<file path="config.mk">
export PLATFORM = sky130hd
export DESIGN_NAME = isw_asm
export DESIGN_NICKNAME = d
export VERILOG_FILES = /design/src/hdl/isw_pkg.sv /design/src/hdl/isw_asm.sv
export SDC_FILE = /design/constraint.sdc
export NUM_CORES = 1
export LEC_CHECK = 0
export BUFFER_PORTS_ARGS = -buffer_cell sky130_fd_sc_hd__buf_2
export CORE_MARGIN = 2
export CORE_UTILIZATION = 35
export DETAILED_ROUTE_END_ITERATION = 8
export SYNTH_ARGS = -nofsm -noshare
export SYNTH_HDL_FRONTEND = slang
export SYNTH_SLANG_ARGS = --single-unit
</file>
<file path="constraint.sdc">
create_clock -name clk_i -period 2.05 [get_ports clk_i]
set_clock_uncertainty 0.05 [all_clocks]
set_input_delay 0.3075 -clock clk_i [delete_from_list [all_inputs] [get_ports clk_i]]
set_output_delay 0.3075 -clock clk_i [all_outputs]
set_load 0.02 [all_outputs]
</file>
<file path="src/hdl/isw_pkg.sv">
// Shared types and codes for the insertion sort word store.
// No dependencies; used by every module of the block.
package isw_pkg;

  // Command field of an input word.
  localparam logic CMD_INSERT = 1'b0;
  localparam logic CMD_POP    = 1'b1;

  // Chunk width in bits.
  localparam int unsigned CHUNK_W = 64;

  // Result status codes.
  typedef enum logic [1:0] {
    ST_WORD  = 2'd0,
    ST_EMPTY = 2'd1,
    ST_FULL  = 2'd2
  } status_e;

  // Per-cycle control broadcast to every cell of the chain.
  typedef struct packed {
    logic ins;  // insert finished word at its sorted place
    logic pop;  // shift everything one cell toward the head
  } cell_ctrl_t;

endpackage

</file>
<file path="src/hdl/isw_asm.sv">
// Collects incoming chunks into a whole word; flags the finishing chunk.
// Depends on isw_pkg.
module isw_asm #(
  parameter int unsigned WordBytes = 32
) (
  input  logic                                          clk_i,
  input  logic                                          rst_ni,
  input  logic                                          take_i,
  input  logic [isw_pkg::CHUNK_W-1:0]                   data_i,
  input  logic                                          last_i,
  output logic                                          done_o,
  output logic [((WordBytes+7)/8)*isw_pkg::CHUNK_W-1:0] word_o
);

  localparam int unsigned Chunks    = (WordBytes + 7) / 8;
  localparam int unsigned TailBytes = WordBytes - 8 * (Chunks - 1);
  localparam int unsigned IdxW      = (Chunks > 1) ? $clog2(Chunks) : 1;
  localparam logic [isw_pkg::CHUNK_W-1:0] TailMask =
    {isw_pkg::CHUNK_W{1'b1}} << (isw_pkg::CHUNK_W - 8 * TailBytes);

  // Element 0 is the most significant chunk.
  logic [0:Chunks-1][isw_pkg::CHUNK_W-1:0] buf_q;
  logic [0:Chunks-1][isw_pkg::CHUNK_W-1:0] word_c;
  logic [IdxW-1:0]                         idx_q;
  logic                                    at_tail;
  logic                                    fin;
  logic [isw_pkg::CHUNK_W-1:0]             data_m;

  assign at_tail = (idx_q == IdxW'(Chunks - 1));
  assign data_m  = at_tail ? (data_i & TailMask) : data_i;
  assign fin     = at_tail || last_i;
  assign done_o  = take_i && fin;

  // Entries past idx stay zero: cleared at every finish.
  always_comb begin
    word_c        = buf_q;
    word_c[idx_q] = data_m;
  end
  assign word_o = word_c;

  always_ff @(posedge clk_i or negedge rst_ni) begin
    if (!rst_ni) begin
      buf_q <= '0;
      idx_q <= '0;
    end else if (take_i) begin
      if (fin) begin
        buf_q <= '0;
        idx_q <= '0;
      end else begin
        buf_q[idx_q] <= data_m;
        idx_q        <= idx_q + IdxW'(1);
      end
    end
  end

endmodule
</file>
==> summary.txt <==
Power
  • Total power draw: 18.2 mW
  • Int Power: 12.5 mW
  • Leakage: 9.55 nW
  • Worst vdd ir: 0.000607 V
  • Power share of the combinational group: 0.390
  • Register share of total power: 0.321
  • Power density over cell area: 954 nW/um^2
  • Net switching power: 5.70 mW
  • Clock power share: 0.290
  • Sw frac: 0.312

Worst setup path
  • Critical Path Sink Type: primary output
  • WP data required: 1.69 ns
  • Critical path class: reg -> out
  • CP Launch Type: flip-flop
  • Worst-path maximum fanout: 5
  • CP arrival: 2.07 ns

STA
  • FMAX: 0.413 GHz
  • Hold WS: 0.0426 ns
  • Fin crit share: 1.18
  • Setup violators final: 413
  • Final setup margin: -0.373 ns
  • RSZ-0062 raised after global routing: yes
  • Final Hold Fails: 0
  • Final Slew Violations: 0
  • Max_slew headroom: 0.528
  • Crit path time final: 2.42 ns
  • Worst slew pin tran: 0.707 ns

Clocking
  • CTS Buffer Depth: 3
  • Root Buffer: clkbuf_16
  • Clock sinks: 258
  • Reg clk slew, reported paths: 0.06 ns
  • TritonCTS clock tree: built
  • H-tree levels: 1
  • Worst-Skew Late Latency: 0.54 ns
  • CTS Buf Count: 29

Placed design
  • Port Buffers: 324
  • Hpwl dp: 24.6 mm
  • Routability Congestion: 0.807
  • Cells after DPL: 1657
  • Placed Area: 14800 um^2

Final layout
  • Synth-to-Final Area Change: 54.8%
  • Share of cells above drive strength 1: 0.572
  • Final instance area: 19100 um^2
  • Net count, final: 1377
  • Post-layout util: 0.552
  • Final cell count without fillers: 1775

Floorplanning
  • Num ports: 325
  • Die area: 36800 um^2
  • Die width: 192 um
  • Core box area: 34600 um^2
  • Row Count: 68
  • Die Ht: 192 um
  • Initial core utilization: 0.357

Yosys
  • Cells after Synth: 912
  • Leading post-synthesis cells by cell area: dfrtp_1 (52%), mux2_2 (22%), a22o_1 (12%)
  • Netlist cell types: 25
  • Synth Area per Inst: 13.5 um^2
  • Post-synth top area share: 0.522
  • Post-synthesis register bit count: 258
  • Syn_nets: 986
  • YS warnings: 0
  • Dominant cell type by area after synthesis: dfrtp_1
  • Mapped Area: 12400 um^2
  • Sequential fraction of the synthesis area: 0.522

GRT
  • Initial antenna violation count: 2
  • Vias in the first global route: 9675
  • GR Overflow Total: 0
  • GR Util All Layers: 0.218
  • Global-route wire length before repair: 61.6 mm
  • Largest net degree at the start of global routing: 64

Run status
  • Status: complete, but fails checks
  • Failing checks: negative setup slack

Hold path
  • Hold Path Class: in -> reg

Detailed routing
  • DRT iter0 DRCs: 604
  • Avg WL per Cell: 25.5 um
  • Drt via density: 5.44
  • Total Wirelength: 45.2 mm
  • DRC violations left: 0
  • First drt pass iteration count: 5
  • Via count: 9659
  • Post-route ant nets: 0

Run
  • Max-cap viol count: 0
## per-stage QoR
stage          worst slack [ns]  setup TNS (ns)
6_report                 -0.373         -116.11
4_1_cts                  -0.404          -94.50
5_1_grt                  -0.432         -143.22
2_1_floorplan            0.0591               0
3_3_place_gp              0.145               0
3_5_place_dp              0.112               0
## critical path, stage by stage (launching register included)
cell	delay, ns
dfrtp_1	0.41
buf_6	0.14
ha_4	0.18
buf_12	0.15
buf_6	0.15
mux2_2	0.33
buf_2	0.16
## flip-flops by register name, summed over array words and instances, names as in the netlist
signal  cells
idx_q       2
buf_q     256
## placed cells by master, fill, tap and decap left out, types with 5 or more instances in the layout
cell type,count
nor2b_1,19
dfrtp_1,258
buf_6,223
mux2_4,182
mux2_2,56
nor4bb_4,5
a22o_1,173
clkbuf_1,6
buf_4,48
clkbuf_8,5
buf_2,109
ha_4,5
and2_1,64
buf_12,29
nor2b_4,18
clkbuf_16,43
buf_16,13
a21o_1,18
a221o_1,18
## cell type report
| class | instances | area (um^2) |
|---|---|---|
| fillers | 2773 | 15500 |
| flip-flops and latches | 258 | 6460 |
| multi-input cells | 572 | 6390 |
| repair buffers | 439 | 4750 |
| clock buffers | 40 | 817 |
| well taps | 455 | 569 |
| clock inverters | 7 | 135 |
| inverters | 3 | 13.8 |
| diodes | 1 | 2.50 |
## metal layers
metal | share of wire | vias to the layer above | track usage
li1 | - | 4201 | -
met1 | 0.44 | 5004 | 0.312
met2 | 0.47 | 397 | 0.339
met3 | 0.067 | 55 | 0.0429
met4 | 0.020 | 2 | 0.0521
met5 | 0.00015 | - | 0
## cells by family after synthesis
logic type / after synthesis / synth area share
AO/OA/AOI/OAI: 217 / 0.157
adder cells (fa/ha/maj): 6 / 0.00608
buffers and inverters: 82 / 0.0390
flip-flops: 258 / 0.522
multiplexers: 238 / 0.217
AND/OR/NAND/NOR: 111 / 0.0583
## cells in the mapped netlist
master / number
a211o_1: 1
a21o_1: 18
a221o_1: 18
a22o_1: 173
and2_1: 64
buf_1: 3
buf_2: 47
buf_4: 5
buf_6: 12
clkbuf_1: 9
clkbuf_2: 2
clkbuf_4: 1
dfrtp_1: 258
ha_1: 6
inv_1: 3
mux2_2: 238
nand2_1: 1
nor2_2: 1
nor2b_1: 37
nor4b_1: 1
nor4bb_1: 6
o21ai_0: 2
o31ai_4: 4
o32ai_1: 1
or4b_1: 1
## path summary, 6_finish.rpt
| path | startpoint | endpoint | slack [ns] | cells after the start |
|---|---|---|---|---|
| setup / recovery | idx_q[1] | word_o[12] | -0.37 | 6 |
| hold / removal | data_i[9] | buf_q[137] | 0.04 | 2 |
| setup reg to reg | idx_q[1] | buf_q[70] | -0.35 | 9 |
| hold reg to reg | buf_q[21] | buf_q[21] | 0.43 | 1 |
| max in group asynchronous | rst_ni | buf_q[37] | 0.98 | 3 |
| min in group asynchronous | rst_ni | buf_q[10] | 0.21 | 2 |
## power by group through the flow
stage | logic, mW | clock network [mW] | registers [mW]
after floorplan | 3.01 | 0 | 5.79
after detailed placement | 4.67 | 0 | 5.89
after global placement | 4.64 | 0 | 5.89
after CTS | 6.12 | 5.40 | 5.83
after global routing | 7.42 | 5.62 | 5.90
final | 7.11 | 5.28 | 5.85
## timing repair
item / 4_1_cts / 5_1_grt
cloned: 14 / 16
endpoints found under the setup margin: 257 / 407
setup buffers: 22 / 25
resized for setup: 316 / 393
hold buffers: 1 / 0
endpoints found under the hold margin: 42 / 0
pin swaps: 6 / 5
No activity file was read; power rests on OpenSTA's default activity.
