**config.mk**
```make
export PLATFORM = sky130hd
export DESIGN_NAME = isw_cell
export DESIGN_NICKNAME = d
export VERILOG_FILES = /design/src/hdl/isw_pkg.sv /design/src/hdl/isw_cell.sv
export SDC_FILE = /design/constraint.sdc
export NUM_CORES = 1
export LEC_CHECK = 0
export ABC_CLOCK_PERIOD_IN_PS = 18350
export BUFFER_PORTS_ARGS = -buffer_cell sky130_fd_sc_hd__buf_2
export CAP_MARGIN = 10
export CORE_AREA = 2 2 402 404
export CTS_CLUSTER_DIAMETER = 120
export CTS_CLUSTER_SIZE = 10
export DETAILED_ROUTE_END_ITERATION = 8
export DIE_AREA = 0 0 404 406
export GPL_TIMING_DRIVEN = 1
export MAX_ROUTING_LAYER = met4
export PLACE_DENSITY = 0.35
export SLEW_MARGIN = 20
export SYNTH_ARGS = -nofsm -noshare
export SYNTH_HDL_FRONTEND = slang
export SYNTH_SLANG_ARGS = --single-unit
```
**constraint.sdc**
```tcl
create_clock -name clk_i -period 18.35 [get_ports clk_i]
set_input_delay 0.9175 -clock clk_i [delete_from_list [all_inputs] [get_ports clk_i]]
set_output_delay 0.9175 -clock clk_i [all_outputs]
set_load 0.01 [all_outputs]
```
**src/hdl/isw_pkg.sv**
```systemverilog
// Shared types and codes for the insertion sort word store.
// No dependencies; used by every module of the block.
package isw_pkg;

  // Command field of an input word.
  localparam logic CMD_INSERT = 1'b0;
  localparam logic CMD_POP    = 1'b1;

  // Chunk width in bits.
  localparam int unsigned CHUNK_W = 64;

  // Result status codes.
  typedef enum logic [1:0] {
    ST_WORD  = 2'd0,
    ST_EMPTY = 2'd1,
    ST_FULL  = 2'd2
  } status_e;

  // Per-cycle control broadcast to every cell of the chain.
  typedef struct packed {
    logic ins;  // insert finished word at its sorted place
    logic pop;  // shift everything one cell toward the head
  } cell_ctrl_t;

endpackage

```
**src/hdl/isw_cell.sv**
```systemverilog
// One cell of the sorted chain: holds one stored word.
// Depends on isw_pkg.
module isw_cell #(
  parameter int unsigned WordW = 256
) (
  input  logic                clk_i,
  input  isw_pkg::cell_ctrl_t ctrl_i,
  input  logic                occupied_i,
  input  logic [WordW-1:0]    new_word_i,
  input  logic [WordW-1:0]    prev_word_i,
  input  logic                prev_gt_i,
  input  logic [WordW-1:0]    next_word_i,
  output logic [WordW-1:0]    word_o,
  output logic                gt_o
);

  logic [WordW-1:0] word_q;

  // An empty cell counts as larger than anything.
  assign gt_o   = !occupied_i || (word_q > new_word_i);
  assign word_o = word_q;

  always_ff @(posedge clk_i) begin
    if (ctrl_i.pop) begin
      word_q <= next_word_i;
    end else if (ctrl_i.ins) begin
      if (prev_gt_i) begin
        word_q <= prev_word_i;
      end else if (gt_o) begin
        word_q <= new_word_i;
      end
    end
  end

endmodule

```
==> results of run 1 <==
==> kinds of logic after synthesis <==
kind of cell	synth area share, %
compound gates	13.1
fa+ha+maj	16.4
mux	13.2
buf+inv	6.72
flops	39.5
simple gates	11.1
==> metal layers <==
metal  wire (µm)  part of all wire (%)  GRT usage [%]
met1       53200                    44           17.9
met2       56800                    47           22.9
met3        7810                   6.4           3.44
met4        3620                   3.0           4.77
met5           0                     0              -
==> stage by stage <==
step / utilization [%] / total power, mW / cells / setup WS [ns]
finish: 17.6 / 1.97 / 5159 / 11.73
global route: 17.5 / 2.08 / 5151 / 11.19
CTS: 17.5 / 2.02 / 5121 / 11.48
detailed placement: 17.0 / 1.40 / 5083 / 10.84
global placement: 17.0 / 1.40 / 5083 / 10.79
floorplan: - / 1.08 / 2039 / 0.922
==> where the power goes <==
group	internal, mW	total (mW)	leakage (nW)	switching, mW
Clock	0.297	0.586	0.393	0.289
Sequential	0.729	0.781	2.62	0.0524
Combinational	0.232	0.598	10.8	0.366
Total	1.26	1.97	13.8	0.707
==> worst min path at each step <==
stage,startpoint,endpoint,cells after the start
6_report,next_word_i[45],word_o[45],3
3_5_place_dp,next_word_i[255],word_o[255],3
5_1_grt,next_word_i[45],word_o[45],3
2_1_floorplan,next_word_i[253],word_o[253],2
3_3_place_gp,next_word_i[204],word_o[204],3
4_1_cts,next_word_i[50],word_o[50],3
==> layout make-up <==
| cell class | count | area, µm² | area share [%] |
|---|---|---|---|
| clock inverter | 5 | 31.3 | 0.112 |
| clock buffer | 33 | 783 | 2.79 |
| antenna | 38 | 95.1 | 0.339 |
| sequential | 256 | 7690 | 27.4 |
| timing repair buffer | 1044 | 5330 | 19.0 |
| multi-input combinational | 1434 | 10500 | 37.5 |
| tap | 2086 | 2610 | 9.31 |
| inverter | 263 | 987 | 3.52 |
==> critical path: cells and delay by family (launching register included) <==
kind | cells | cell delay [ns]
fa+ha+maj | 1 | 0.35
simple gates | 5 | 2.09
compound gates | 3 | 1.04
buf+inv | 3 | 2.06
flops | 1 | 0.50
==> placed cells by master, fill, tap and decap left out, types with 2 or more instances in the layout <==
master,instances
diode_2,38
ha_1,256
a221oi_1,9
nor4_4,2
and4_1,3
nand4_2,9
nor2b_1,3
o21ai_0,284
nand4_4,3
buf_2,1027
nand4_1,42
buf_4,11
clkinv_1,2
nand3_1,23
o41ai_1,2
clkbuf_16,31
o21ai_1,9
nand2b_1,4
o2111ai_1,2
buf_12,4
nand2_1,312
a21o_1,25
a211oi_1,10
clkinvlp_4,2
buf_8,2
o211ai_1,6
nor3_2,2
mux2i_1,256
a22oi_1,2
edfxtp_1,256
nor4_2,3
and4_4,2
inv_1,263
clkbuf_1,2
nor2_1,20
nor3_1,11
a31oi_1,3
a21oi_1,101
nor4_1,5
==> flow_summary.json, run 1 <==
{
  "status": "finished, final reports clean",
  "period_needed_ns": 6.62,
  "gp_congestion": 0.924,
  "first_pass_iters": 7,
  "p_leak_nw": 13.8,
  "min_period_over_period_pct": 36.1,
  "dp_hpwl_mm": 105,
  "setup_viol": 0,
  "clock-sinks": 256,
  "start_kind": "register",
  "synth_ff_type": "edfxtp_1",
  "grt_setup_unrepaired": "false",
  "root_buffer": "clkbuf_16",
  "worstSkewPairLatency_ns": 0.65,
  "syn_area_per_cell_um2": 9.56,
  "crit_path_end": "word_o[151]",
  "port_buffers": 1029,
  "synth-edff-count": 256,
  "synthMostInstantiatedCell": "nand2_1",
  "r2r_cells": 12,
  "synth.area.top_cells": "edfxtp_1, ha_1, mux2i_1",
  "path_cells": "ha_1 -> nand4_1 -> nor4_1 -> nand4_2 -> nor3_1 -> o311ai_1 -> o2111ai_1 -> nor2_1 -> a31oi_4 -> buf_4 -> buf_4 -> buf_4",
  "synthTopCellsByCount": "nand2_1, o21ai_0, inv_1",
  "async_flop_share_pct": 0,
  "finClkSkew_ns": 0.0369,
  "clkSlewWorstSetupHoldPaths_ns": 0.07,
  "timing.hold.ws_ns": 0.551,
  "grt.total_usage_pct": 14.4,
  "cts-hold-fix-buffers": 0,
  "reg2reg_from": "word_o[201]",
  "stdcell_area_um2": 28000,
  "die_x_um": 404,
  "placed_area_um2": 27100,
  "yosys.cell_types.count": 56,
  "required_ns": 18.62,
  "worst_pin_slew_ns": 1.06,
  "cts_resized": 0,
  "crit_arrival_ns": 6.89,
  "r2r_slack_ns": 11.73,
  "cts_setup_buffers": 0,
  "crit_type": "register to register",
  "grt_pass1_vias": 19800,
  "numCtsBuffers": 31,
  "initial_core_util_pct": 12.2,
  "cts_tree": "built",
  "yosys_warnings": 0,
  "peakVddDrop_v": 0.0000693,
  "area_growth_pct": 43.9,
  "cts_buffer_depth": 3,
  "maxCapViolations": 0,
  "drive_gt1_share_pct": 36.4,
  "hold_viol_final": 0,
  "io_pins": 1030,
  "p_per_area_nw_per_um2": 70.1,
  "critPathSlowestCell": "buf_4",
  "rr_endpoint": "word_o[151]",
  "via_per_inst": 3.77,
  "slew_violations": 0,
  "syn_area_um2": 19500,
  "vias": 19400,
  "rows": 147,
  "cp-end-kind": "register",
  "cpMostUsedCell": "buf_4",
  "antenna_left": 0,
  "tns_ns": 0,
  "slew_headroom_pct": 28.3,
  "grt_max_degree": 145,
  "synth_nets": 3068,
  "fmax_ghz": 0.151,
  "drt_iter0_drc": 925,
  "wl_mm": 121,
  "grt_pass1_wl_mm": 159,
  "crit_fanout": 60,
  "synth_top_area_share_pct": 39.5,
  "synth_seq_area_share_pct": 39.5,
  "die_h_um": 406,
  "ys_seq_elements": 256,
  "drc": 0,
  "drt-wirelength-per-cell_um": 23.5,
  "synthCells": 2039,
  "fp.coreArea_um2": 160000,
  "min_path_type": "input port to register",
  "critical-path-max-stage-delay_ns": 0.73,
  "htreeDepth": 1,
  "antenna_found_initial": 49,
  "fin_nets": 4059,
  "fillers": 18200,
  "largest_register_ffs": 256,
  "startpoint": "word_o[201]",
  "grt-ovfl-total": 0,
  "synth_top_area_cell": "edfxtp_1",
  "die_area_um2": 164000
}
Power figures use the tool's default switching activity.
==> run 2, diff against run 1 <==
ABC_CLOCK_PERIOD_IN_PS = 5500   (was 18350)
clock period = 5.5 ns   (was 18.35 ns; I/O delays follow)
==> run 2 against run 1 <==
Net effect: global-route usage is 0.11 points higher; combinational power grew to 3.7 times the previous value; largest power group unchanged; register-to-register slack worse by 11 ns; utilization is 1.5 points higher; critical path depth is 2 lower; clock power grew to 3.8 times the previous value; sequential share of layout area is 2.1 points lower; wire length is 0.21% higher; sequential power grew to 3.3 times the previous value.
==> flow_summary.json, run 2 (synthesis gave the netlist of run 1 again) <==
{
  "status": "finished, final reports clean",
  "hold_viol_final": 0,
  "cts_setup_buffers": 0,
  "drc": 0,
  "most-common-layout-cells": "buf_2, nand2_1, o21ai_0",
  "die_area_um2": 164000,
  "clock-sinks": 256,
  "grt-ovfl-total": 0,
  "crit_family": "simple AND/OR/NAND/NOR gates",
  "finClkSkew_ns": 0.0319,
  "port_buffers": 1029,
  "grt_max_degree": 187,
  "first_pass_iters": 5,
  "wl_mm": 122,
  "antenna_found_initial": 44,
  "area_growth_pct": 56.1,
  "final_common_cell": "buf_2",
  "grt_pass1_vias": 20500,
  "fillers": 18000,
  "min_period_over_period_pct": 91.0,
  "cts_tree": "built",
  "worstSkewPairLatency_ns": 0.59,
  "fin_nets": 4273,
  "grt_pass1_wl_mm": 160,
  "fp.coreArea_um2": 160000,
  "place_inst": 5092,
  "die_x_um": 404,
  "maxCapViolations": 0,
  "required_ns": 5.22,
  "dp_hpwl_mm": 105,
  "path_cells": "ha_1 -> and4_4 -> nor4b_2 -> nand4_2 -> nor4_2 -> nand4b_1 -> o2111ai_1 -> nor2_1 -> o21ai_1 -> buf_2",
  "worst_pin_slew_ns": 1.11,
  "slew_violations": 0,
  "cp-end-kind": "primary output",
  "min_path_type": "input port to register",
  "path_buf_inv": 1,
  "peakVddDrop_v": 0.000169,
  "p_leak_nw": 14.9,
  "critical-path-max-stage-delay_ns": 0.73,
  "numCtsBuffers": 35,
  "clkSlewWorstSetupHoldPaths_ns": 0.06,
  "setup_viol": 0,
  "via_per_inst": 3.74,
  "drt-wirelength-per-cell_um": 22.7,
  "period_needed_ns": 5.01,
  "final_cells": 5362,
  "slew_headroom_pct": 26.3,
  "timing.hold.ws_ns": 0.0448,
  "root_buffer": "clkbuf_16",
  "initial_core_util_pct": 12.2,
  "gp_congestion": 0.933,
  "p_per_area_nw_per_um2": 231,
  "crit_arrival_ns": 4.73,
  "antenna_left": 0,
  "vias": 20000,
  "start_kind": "register",
  "cts_buffer_depth": 3,
  "grt.total_usage_pct": 14.5,
  "grt_setup_unrepaired": "false",
  "drt_iter0_drc": 996,
  "fmax_ghz": 0.200,
  "largest_register_ffs": 256,
  "crit_type": "register to primary output",
  "drive_gt1_share_pct": 34.8,
  "critPathSlowestCell": "o21ai_1",
  "io_pins": 1030,
  "rows": 147,
  "htreeDepth": 2,
  "tns_ns": 0,
  "die_h_um": 406,
  "crit_fanout": 5
}
-- run 2: changes by cell type in the layout (fill, tap and decap cells not counted), sizes merged --
cell,before,now
buf,1044,1053
bufinv,0,1
clkinv,2,5
inv,264,266
diode,38,22
clkinvlp,2,1
clkbuf,33,37
dlygate4sd3,0,201
-- run 2: worst reg2reg max path, stage by stage (launching register included) --
cell	delay, ns
edfxtp_1	0.42
ha_1	0.31
a21oi_1	0.14
o221ai_1	0.27
a221oi_1	0.59
o21ai_0	0.50
o311ai_1	0.47
o2111ai_1	0.34
nor2_1	0.34
a31oi_4	0.17
buf_12	0.21
-- run 2: area by class of cell --
class                      count  area (µm²)  share of cell area [%]
antenna                       22        55.1                   0.181
clock buffer                  37         905                    2.97
clock inverter                10         108                   0.354
inverter                     263         987                    3.25
multi-input combinational   1434       10600                    34.8
sequential                   256        7690                    25.3
tap                         2086        2610                    8.58
timing repair buffer        1254        7460                    24.5
-- run 2: path summary, 6_finish.rpt --
check / start / end / slack, ns / cells past startpoint
worst max-delay path: word_o[215] / gt_o / 0.49 / 10
worst min-delay path: next_word_i[180] / word_o[180] / 0.04 / 3
worst max register to register: word_o[113] / word_o[215] / 0.97 / 10
worst min register to register: word_o[55] / word_o[56] / 1.53 / 8
-- run 2: timing repair --
item / in CTS / in global routing
endpoints found under the hold margin: 177 / 0
endpoints found under the setup margin: 0 / 1
hold buffers: 201 / 0
gates resized for setup: 0 / 1
-- run 2: routing by layer --
metal	part of all wire (%)	track usage [%]	up-vias	routed length [µm]
met3	6.7	3.66	139	8120
met2	47	23.2	754	57200
met1	42	17.1	9390	50600
met4	4.7	6.90	0	5700
li1	-	-	9764	-
met5	0	-	-	0
-- run 2: per-stage QoR --
| stage | worst slack (ns) | area [µm²] | util, % | power, mW |
|---|---|---|---|---|
| after detailed placement | 0.497 | 27300 | 17.1 | 4.74 |
| after global routing | 0.137 | 30400 | 19.0 | 7.46 |
| after global placement | 0.563 | 27300 | 17.1 | 4.75 |
| after CTS | 0.0680 | 30400 | 19.0 | 7.21 |
| after floorplan | -1.46 | 19600 | - | 3.54 |
| final | 0.493 | 30400 | 19.0 | 7.02 |
-- run 2: where the power goes --
part,switching [mW],internal (mW)
Sequential,0.151,2.43
Clock,1.01,1.23
Combinational,1.31,0.893
Total,2.47,4.55
